[src/rtl/core/u8d_pkg.sv]
// u8d_pkg: types and byte-class constants for the utf-8 stream decoder
// no dependencies; imported by the decode core and the top level

package u8d_pkg;

	localparam int unsigned CpWidth  = 31;
	localparam int unsigned LenWidth = 3;

	// lead byte class boundaries
	localparam logic [7:0] ByteCont  = 8'h80;
	localparam logic [7:0] ByteLead2 = 8'hC0;
	localparam logic [7:0] ByteLead3 = 8'hE0;
	localparam logic [7:0] ByteLead4 = 8'hF0;
	localparam logic [7:0] ByteLead5 = 8'hF8;
	localparam logic [7:0] ByteLead6 = 8'hFC;
	localparam logic [7:0] ContMask  = 8'h3F;

	// top two bits of a continuation byte
	localparam logic [1:0] ContTag = 2'b10;

	// sequence lengths
	localparam logic [LenWidth-1:0] Len1 = 3'd1;
	localparam logic [LenWidth-1:0] Len2 = 3'd2;
	localparam logic [LenWidth-1:0] Len3 = 3'd3;
	localparam logic [LenWidth-1:0] Len4 = 3'd4;
	localparam logic [LenWidth-1:0] Len5 = 3'd5;
	localparam logic [LenWidth-1:0] Len6 = 3'd6;

	typedef struct packed {
		logic [CpWidth-1:0]  code_point;
		logic [LenWidth-1:0] seq_len;
		logic                error;
	} u8d_result_t;

endpackage

[src/rtl/core/u8d_in_if.sv]
// u8d_in_if: byte channel into the decoder, valid/ready handshake
// no dependencies

interface u8d_in_if;
	logic       valid;
	logic       ready;
	logic [7:0] in_byte;

	modport source (output valid, output in_byte, input ready);
	modport sink (input valid, input in_byte, output ready);
endinterface

[src/rtl/core/u8d_out_if.sv]
// u8d_out_if: decoded code point channel, valid/ready handshake
// no dependencies

interface u8d_out_if;
	logic        valid;
	logic        ready;
	logic [30:0] code_point;
	logic [2:0]  seq_len;
	logic        error;

	modport source (output valid, output code_point, output seq_len, output error, input ready);
	modport sink (input valid, input code_point, input seq_len, input error, output ready);
endinterface

[src/rtl/core/utf8_stream_decoder.sv]
// utf8_stream_decoder: one byte per transfer in, one code point per completed sequence out
// datapath: an input transfer fills the input register, then the result register
// throughput: one byte per cycle unless the sink stalls, set by the single input to result pass
// reset: arst_n clears the input stage, decoder state (idle) and the result valid at once
// depends on u8d_pkg, u8d_in_if, u8d_out_if, u8d_in_reg, u8d_core

module utf8_stream_decoder
	import u8d_pkg::*;
(
	input  logic       clk,
	input  logic       arst_n,
	u8d_in_if.sink     stream,
	u8d_out_if.source  result
);

	// input stage
	logic        valid_s1;
	logic [7:0]  byte_s1;
	logic        take;

	// decode outputs
	logic        emit;
	u8d_result_t res;

	// result register
	logic        res_valid_q;
	u8d_result_t res_q;

	// the byte in the input register is decoded when the result register is free
	// or its current result leaves in this same cycle; bytes that emit nothing
	// still wait here, which keeps the control to one condition
	assign take = valid_s1 && (!res_valid_q || result.ready);

	u8d_in_reg u_in_reg (
		.clk      (clk),
		.arst_n   (arst_n),
		.stream   (stream),
		.take     (take),
		.valid_s1 (valid_s1),
		.byte_s1  (byte_s1)
	);

	// partial code point, bytes due and sequence length live in the core
	u8d_core u_core (
		.clk     (clk),
		.arst_n  (arst_n),
		.fire    (take),
		.byte_s1 (byte_s1),
		.emit    (emit),
		.res     (res)
	);

	// result register: loads on a decoded byte that emits, drains on a transfer
	always_ff @(posedge clk or negedge arst_n) begin
		if (!arst_n) begin
			res_valid_q <= 1'b0;
		end else if (take) begin
			res_valid_q <= emit;
		end else if (result.ready) begin
			res_valid_q <= 1'b0;
		end
	end

	always_ff @(posedge clk) begin
		if (take && emit) begin
			res_q <= res;
		end
	end

	assign result.valid      = res_valid_q;
	assign result.code_point = res_q.code_point;
	assign result.seq_len    = res_q.seq_len;
	assign result.error      = res_q.error;

`ifndef SYNTHESIS
	// an error result carries no code point and no length
	a_error_clean: assert property (@(posedge clk) disable iff (!arst_n)
		(res_valid_q && res_q.error) |-> (res_q.code_point == '0 && res_q.seq_len == '0))
		else $error("error result with nonzero payload");

	// a good result always has a length of one to six
	a_len_range: assert property (@(posedge clk) disable iff (!arst_n)
		(res_valid_q && !res_q.error) |-> (res_q.seq_len != '0 && res_q.seq_len <= Len6))
		else $error("bad sequence length");

	// a one-byte result is plain ascii
	a_ascii: assert property (@(posedge clk) disable iff (!arst_n)
		(res_valid_q && res_q.seq_len == Len1) |-> (res_q.code_point < CpWidth'(ByteCont)))
		else $error("one-byte result above ascii range");

	// a held result is not overwritten while the sink stalls
	a_hold: assert property (@(posedge clk) disable iff (!arst_n)
		(res_valid_q && !result.ready) |-> !take)
		else $error("input stage advanced into a stalled result");
`endif

endmodule

[src/rtl/core/u8d_in_reg.sv]
// u8d_in_reg: input register stage for the byte stream
// depends on u8d_in_if

module u8d_in_reg (
	input  logic       clk,
	input  logic       arst_n,
	u8d_in_if.sink     stream,
	input  logic       take,
	output logic       valid_s1,
	output logic [7:0] byte_s1
);

	assign stream.ready = !valid_s1 || take;

	always_ff @(posedge clk or negedge arst_n) begin
		if (!arst_n) begin
			valid_s1 <= 1'b0;
		end else if (stream.ready) begin
			valid_s1 <= stream.valid;
		end
	end

	always_ff @(posedge clk) begin
		if (stream.valid && stream.ready) begin
			byte_s1 <= stream.in_byte;
		end
	end

endmodule

[src/rtl/core/u8d_core.sv]
// u8d_core: decoder state and per-byte update logic
// depends on u8d_pkg

module u8d_core
	import u8d_pkg::*;
(
	input  logic        clk,
	input  logic        arst_n,
	input  logic        fire,
	input  logic [7:0]  byte_s1,
	output logic        emit,
	output u8d_result_t res
);

	logic [CpWidth-1:0]  partial_q, partial_d;
	logic [LenWidth-1:0] due_q, due_d;
	logic [LenWidth-1:0] len_q, len_d;
	logic                is_cont;
	logic [CpWidth-1:0]  shifted;

	assign is_cont = (byte_s1[7:6] == ContTag);
	assign shifted = {partial_q[CpWidth-7:0], byte_s1[5:0] & ContMask[5:0]};

	always_comb begin
		partial_d = partial_q;
		due_d     = due_q;
		len_d     = len_q;
		emit      = 1'b0;
		res       = '0;
		if (due_q == '0) begin
			if (byte_s1 < ByteCont) begin
				emit           = 1'b1;
				res.code_point = {{(CpWidth-8){1'b0}}, byte_s1};
				res.seq_len    = Len1;
			end else if (byte_s1 < ByteLead2) begin
				emit      = 1'b1;
				res.error = 1'b1;
			end else if (byte_s1 < ByteLead3) begin
				partial_d = {{(CpWidth-5){1'b0}}, byte_s1[4:0]};
				len_d     = Len2;
			end else if (byte_s1 < ByteLead4) begin
				partial_d = {{(CpWidth-4){1'b0}}, byte_s1[3:0]};
				len_d     = Len3;
			end else if (byte_s1 < ByteLead5) begin
				partial_d = {{(CpWidth-3){1'b0}}, byte_s1[2:0]};
				len_d     = Len4;
			end else if (byte_s1 < ByteLead6) begin
				partial_d = {{(CpWidth-2){1'b0}}, byte_s1[1:0]};
				len_d     = Len5;
			end else begin
				partial_d = {{(CpWidth-1){1'b0}}, byte_s1[0]};
				len_d     = Len6;
			end
			if (byte_s1 >= ByteLead2) begin
				due_d = len_d - Len1;
			end
		end else if (!is_cont) begin
			emit      = 1'b1;
			res.error = 1'b1;
			partial_d = '0;
			due_d     = '0;
			len_d     = '0;
		end else if (due_q == Len1) begin
			emit           = 1'b1;
			res.code_point = shifted;
			res.seq_len    = len_q;
			partial_d      = '0;
			due_d          = '0;
			len_d          = '0;
		end else begin
			partial_d = shifted;
			due_d     = due_q - Len1;
		end
	end

	always_ff @(posedge clk or negedge arst_n) begin
		if (!arst_n) begin
			partial_q <= '0;
			due_q     <= '0;
			len_q     <= '0;
		end else if (fire) begin
			partial_q <= partial_d;
			due_q     <= due_d;
			len_q     <= len_d;
		end
	end

endmodule
[src/flat_wrapper.sv]
// flat-port wrapper written by rule: the top's interface ports become plain ports
module utf8_stream_decoder_flat import u8d_pkg::*;
  (clk, arst_n, stream_valid, stream_in_byte, stream_ready, result_valid, result_code_point, result_seq_len, result_error, result_ready);
  u8d_in_if stream_i ();
  u8d_out_if result_i ();
  input  logic clk;
  input  logic arst_n;
  input wire logic [$bits(stream_i.valid)-1:0] stream_valid;
  input wire logic [$bits(stream_i.in_byte)-1:0] stream_in_byte;
  output wire logic [$bits(stream_i.ready)-1:0] stream_ready;
  output wire logic [$bits(result_i.valid)-1:0] result_valid;
  output wire logic [$bits(result_i.code_point)-1:0] result_code_point;
  output wire logic [$bits(result_i.seq_len)-1:0] result_seq_len;
  output wire logic [$bits(result_i.error)-1:0] result_error;
  input wire logic [$bits(result_i.ready)-1:0] result_ready;
  assign stream_i.valid = stream_valid;
  assign stream_i.in_byte = stream_in_byte;
  assign stream_ready = stream_i.ready;
  assign result_valid = result_i.valid;
  assign result_code_point = result_i.code_point;
  assign result_seq_len = result_i.seq_len;
  assign result_error = result_i.error;
  assign result_i.ready = result_ready;
  utf8_stream_decoder u_core (.clk(clk), .arst_n(arst_n), .stream(stream_i), .result(result_i));
endmodule
[config.mk]
export PLATFORM = sky130hd
export DESIGN_NAME = utf8_stream_decoder_flat
export DESIGN_NICKNAME = d
export VERILOG_FILES = /design/src/rtl/core/u8d_pkg.sv /design/src/rtl/core/u8d_in_if.sv /design/src/rtl/core/u8d_out_if.sv /design/src/rtl/core/utf8_stream_decoder.sv /design/src/rtl/core/u8d_in_reg.sv /design/src/rtl/core/u8d_core.sv /design/src/flat_wrapper.sv
export SDC_FILE = /design/constraint.sdc
export NUM_CORES = 1
export LEC_CHECK = 0
export BUFFER_PORTS_ARGS = -buffer_cell sky130_fd_sc_hd__buf_4
export CAP_MARGIN = 20
export CORE_ASPECT_RATIO = 1.75
export CORE_UTILIZATION = 50
export CTS_BUF_LIST = sky130_fd_sc_hd__clkbuf_4 sky130_fd_sc_hd__clkbuf_8
export CTS_CLUSTER_SIZE = 8
export DETAILED_ROUTE_END_ITERATION = 10
export GPL_TIMING_DRIVEN = 1
export PLACE_DENSITY_LB_ADDON = 0.25
export REMOVE_ABC_BUFFERS = 1
export SYNTH_ARGS = -nofsm -noshare
export SYNTH_HDL_FRONTEND = slang
export SYNTH_SLANG_ARGS = --single-unit
export TNS_END_PERCENT = 50
[constraint.sdc]
create_clock -name clk -period 3.85 [get_ports clk]
set_clock_uncertainty 0.15 [all_clocks]
set_input_delay 0 -clock clk [delete_from_list [all_inputs] [get_ports clk]]
set_output_delay 0 -clock clk [all_outputs]
set_load 0.02 [all_outputs]
# Word level (Yosys, flattened, before mapping)
# Cells that the tools add are included.
[classes] n_eq_ne=6 addsub=2 muxes=36 magnitude_cmp=7 n_reduce_logical=12
[op_table] op="25-bit two-way mux" n=5
[op_table] op="34-bit two-way mux" n=2
[op_table] op="8-bit less-than comparator, second input constant" n=6
[op_table] op="3-bit two-way mux" n=13
[op_table] op="35-bit two-way mux" n=1
[op_table] op="11-bit two-way mux" n=1
[op_table] op="1-bit two-way mux" n=9
[op_table] op="8-bit greater-or-equal comparator, second input constant" n=1
[op_table] op="2-bit two-way mux" n=3
[op_table] op="3-bit by 1-bit subtractor with 3-bit output, second input constant" n=2
[op_table] op="5-bit two-way mux" n=1
[op_table] op="4-bit two-way mux" n=1
[op_table] op="2-bit inequality test, second input constant" n=2
[op_table] op="2-bit AND reduction" n=2
[op_table] op="3-bit by 1-bit == test with 1-bit output, second input constant" n=1
[op_table] op="1-bit logical AND" n=3
[op_table] op="3-bit zero test" n=1
[op_table] op="3-bit by 1-bit inequality test with 1-bit output, second input constant" n=1
[op_table] op="3-bit AND reduction" n=1
[op_table] op="2-bit == test, second input constant" n=1
[op_table] op="1-bit zero test" n=2
[op_table] op="1-bit logical OR" n=2
[op_table] op="2-bit by 1-bit inequality test with 1-bit output, second input constant" n=1
[op_table] op="2-bit nonzero test" n=1
[word_totals] regBits=76 input_bits=12

# Logic depth before layout (Yosys ltp)
[logic_depth] word_depth=11 mapped_depth=7

# By module
# A second synthesis with hierarchy kept.
[hier_totals] cells_unflattened=228 area_unflattened_um2=3220.6
[by_module_without_submodules] module="u8d_core" instances=1 cells_each=175 area_per_inst_um2=1806.7
[by_module_without_submodules] module="utf8_stream_decoder" instances=1 cells_each=41 area_per_inst_um2=1119.8
[by_module_without_submodules] module="u8d_in_reg" instances=1 cells_each=12 area_per_inst_um2=294.0

# Worst setup path before layout
# OpenSTA, ideal clock, no wires.
[synth_path] kind="register to register" startpoint="register u_core.u_core.due_q[0]" endpoint="register u_core.res_q (netlist bit u_core.result.code_point[0]), enable pin" setup_ns=0.427 required_time_ns=3.273 stages_incl_launch_ff=7 path_buffers=0 arrival_ns=2.629 path_slack_ns=0.644 period_less_slack_ns=3.206 cell_sequence="dfrtp_1 inv_1 ha_1 nor2_1 o21a_4 nand2b_4 nor2_1"
[synth_via] elab_chain_len=5
[synth_lines] element="start: declaration" line_no="u8d_core.sv:16" rtl="logic [LenWidth-1:0] due_q, due_d;"
[synth_lines] element="start signal: assignment" line_no="u8d_core.sv:83" rtl="due_q <= due_d;"
[synth_lines] element="3-bit by 1-bit == test with 1-bit output" line_no="u8d_core.sv:63" rtl="end else if (due_q == Len1) begin"
[synth_lines] element="1-bit two-way mux" line_no="u8d_core.sv:63"
[synth_lines] element="1-bit two-way mux" line_no="u8d_core.sv:57" rtl="end else if (!is_cont) begin"
[synth_lines] element="1-bit two-way mux (*)" line_no="u8d_core.sv:30" rtl="if (due_q == '0) begin"
[synth_lines] element="1-bit logical AND (*)" line_no="utf8_stream_decoder.sv:65" rtl="if (take && emit) begin"
[synth_lines] element="end signal: assignment" line_no="utf8_stream_decoder.sv:66" rtl="res_q <= res;"
[synth_lines] element="end: declaration" line_no="utf8_stream_decoder.sv:27" rtl="u8d_result_t res_q;"
# Every way passes the cells marked *; elsewhere a longest branch is shown, timed or not.
# A chain may end at the register's enable or synchronous reset.

# Worst setup path in the final report
[layout_path] startpoint="register u_core.u_core.due_q[0]" endpoint="register u_core.u_core.due_q[0]"
[layout_via] elab_chain_len=4
[layout_lines] element="3-bit by 1-bit subtractor with 3-bit output / 3-bit by 1-bit == test with 1-bit output (equally long branches)" line_no="u8d_core.sv:72, u8d_core.sv:63"
[layout_lines] element="3-bit two-way mux" line_no="u8d_core.sv:63"
[layout_lines] element="3-bit two-way mux" line_no="u8d_core.sv:57"
[layout_lines] element="3-bit two-way mux" line_no="u8d_core.sv:30"
# Parallel ways exist; a longest one is shown, timed or not.

==> impl_metrics.toml <==
[run_status]
status = "completed"

[clock_tree]
clock_sinks = 76
cts_tree = "built"
clock_path_buffers = 2
root_buffer = "clkbuf_8"
clk_pin_slew_ns = 0.07
cts_resized = 0
numCtsBuffers = 9
h-tree-depth = 3
clk_latency_ns = 0.34

[critical_path]
crit_start = "u_core.u_core.due_q[0]"
cp_data_required_time_ns = 3.95
r2r_cells = 7
cp-end-kind = "register"
crit_type = "register to register"
critPathLaunchType = "register"
cp_max_fo = 20
reg2reg_from = "u_core.u_core.due_q[0]"
arrival_ns = 2.41
r2r_slack_ns = 1.55
reg2reg_to = "u_core.u_core.due_q[0]"

[yosys]
ys_warn_count = 0
synth-edff-count = 43
async_flop_share_pct = 43.4
netlist_area_um2 = 3080
synth_ff_type = "edfxtp_1"
ys_ff_latch = 76
yosysUniqueCellTypes = 37
ys_seq_area_share_pct = 68.8
synthCells = 213
syn_avg_cell_area_um2 = 14.5

[timing]
tns_ns = 0
slew_headroom_pct = 38.4
min_period_over_period_pct = 59.9
hold_viol = 0
final-setup-viol-count = 0
fmax_ghz = 0.434
setup_slack_ns = 1.55
drv_slew = 0
tightest_slew_ns = 0.921
fin_crit_ns = 2.30
rsz0062_at_grt = "no"

[detailed_routing]
firstDrtPassIters = 4
routed-via-count = 1931
wl_per_cell_um = 15.0
drcViolationCount = 0
drt_iter0_markers = 82
viasPerCell = 5.30
ant_nets = 0
wl_mm = 5.46

[grt]
use_met3_pct = 5.03
gr-total-overflow = 0
grt_max_degree = 36
grt_first_pass_wirelength_mm = 8.88
grt.met1_usage_pct = 23.6
antenna_found_initial = 0
grt_pass1_vias = 1848
top_usage_layer = "met2"
track_usage_pct = 19.6
use_met2_pct = 29.8

[worst_hold_path]
hold_path_depth = 2
hold_end = "u_core.u_in_reg.byte_s1[0]"
holdCritStartpoint = "stream_in_byte[0]"
hp-class = "primary input to register"

[floorplan]
core_um2 = 5930
die_area_um2 = 6490
die_y_um = 106
dieWidth_um = 61.3
rows = 37
io_pins = 49
start_util_pct = 51.9

[layout]
layout-drive-gt1-share_pct = 26.2
nets = 297
area_delta_synth_final_pct = 23.6
antenna_cells = 0

[place]
io_buffer_count = 48
place_ws_ns = 1.58
gp_congestion = 0.907
hpwlAfterDp_mm = 3.62

[power_and_ir_drop]
power.density_nw_per_um2 = 645
p_leak_uw = 0.00164
peakVddDrop_mv = 0.390

[run]
drv_cap = 0
## metrics by stage
step | hold WS, ns | instances | util (%) | total power, uW | cell area [um2]
2_1_floorplan | -0.446 | 205 | - | 1640 | 3000
3_3_place_gp | -0.172 | 334 | 58.8 | 1920 | 3480
3_5_place_dp | -0.178 | 334 | 58.8 | 1940 | 3480
4_1_cts | 0.203 | 364 | 64.2 | 2470 | 3800
5_1_grt | 0.215 | 364 | 64.2 | 2600 | 3800
6_report | 0.226 | 364 | 64.2 | 2450 | 3800
## cell families (layout without fill, tap and decap cells)
group                    Yosys count  in the layout  share of synthesized area, %
multiplexers                       2              2                         0.650
AND/OR/NAND/NOR                   70             70                          13.4
AO/OA/AOI/OAI                     48             48                          12.1
adder cells (fa/ha/maj)            4              4                          1.63
XOR/XNOR                           2              2                         0.569
flip-flops                        76             76                          68.8
buffers and inverters             11             84                          2.89
## timing repair
action | in CTS | in global routing
setup buffers | 0 | 0
hold buffers | 14 | 0
hold endpoints to repair | 43 | 0
## cell usage after synthesis, drive strengths merged, types with 4 or more instances
cell | n | area share, %
and2 | 31 | 6.5
buf | 8 | 2.5
ha | 4 | 1.6
nor2b | 7 | 1.4
nor2 | 9 | 1.1
dfrtp | 33 | 27
edfxtp | 43 | 42
a22o | 21 | 6.0
nand2b | 4 | 1.3
nand2 | 11 | 1.3
o21ai | 10 | 1.6
## placed cells by master, fill, tap and decap left out, types with 3 or more instances in the layout
cell type      Yosys  routed
and2_1            29      29
inv_1              3       3
nor2b_1            7       7
a21oi_1            3       3
dfrtp_1           33      33
edfxtp_1          43      43
nand2_1           11      11
clkbuf_8           0       9
dlygate4sd3_1      0      13
ha_1               4       4
nor2_1             9       8
o21ai_0            6       6
o21ai_1            4       4
clkbuf_4           0       4
a22o_1            21      21
buf_4              0      51
## worst max path at each step
stage	endpoint	slack, ns	cells after the start
after floorplan	u_core.result.code_point[0]	0.64	6
after global routing	u_core.u_core.due_q[0]	1.35	7
after detailed placement	u_core.u_core.due_q[0]	1.58	7
after CTS	u_core.u_core.due_q[0]	1.56	7
after global placement	u_core.result.code_point[2]	1.62	7
final	u_core.u_core.due_q[0]	1.55	7
## power breakdown
part           internal (uW)  switching (uW)  leakage, uW
clock network            260             262    0.0000887
registers               1070            90.0     0.000870
logic                    298             470     0.000683
## worst max-delay path: stages (launching register included)
cell      delay (ns)
dfrtp_1         0.42
inv_1           0.09
ha_1            0.25
nand2b_4        0.10
o211ai_2        0.73
buf_4           0.32
nand2_1         0.07
o211ai_1        0.08
## cell type report
class                      instances  area [um2]
fill                             480        2120
sequential                        76        2120
multi-input combinational        126         875
timing repair buffer              65         533
clock buffer                      13         154
tap                               78        97.6
clock inverter                     3        16.3
inverter                           3        11.3
## flip-flops by register name (all words and copies together) (netlist names)
register / cells
u_core.result.code_point: 31
u_core.result.seq_len: 3
u_core.result.error: 1
u_core.u_core.len_q: 3
u_core.result.valid: 1
u_core.u_core.due_q: 3
u_core.u_in_reg.byte_s1: 8
u_core.u_core.partial_q: 25
u_core.u_in_reg.valid_s1: 1
## layer usage
layer,up-vias,wire (um),share of wire (%)
met5,-,0,0
met4,0,188,3.4
li1,911,-,-
met1,942,2190,40
met3,19,204,3.7
met2,59,2880,53
No activity file was read; power rests on OpenSTA's default activity.
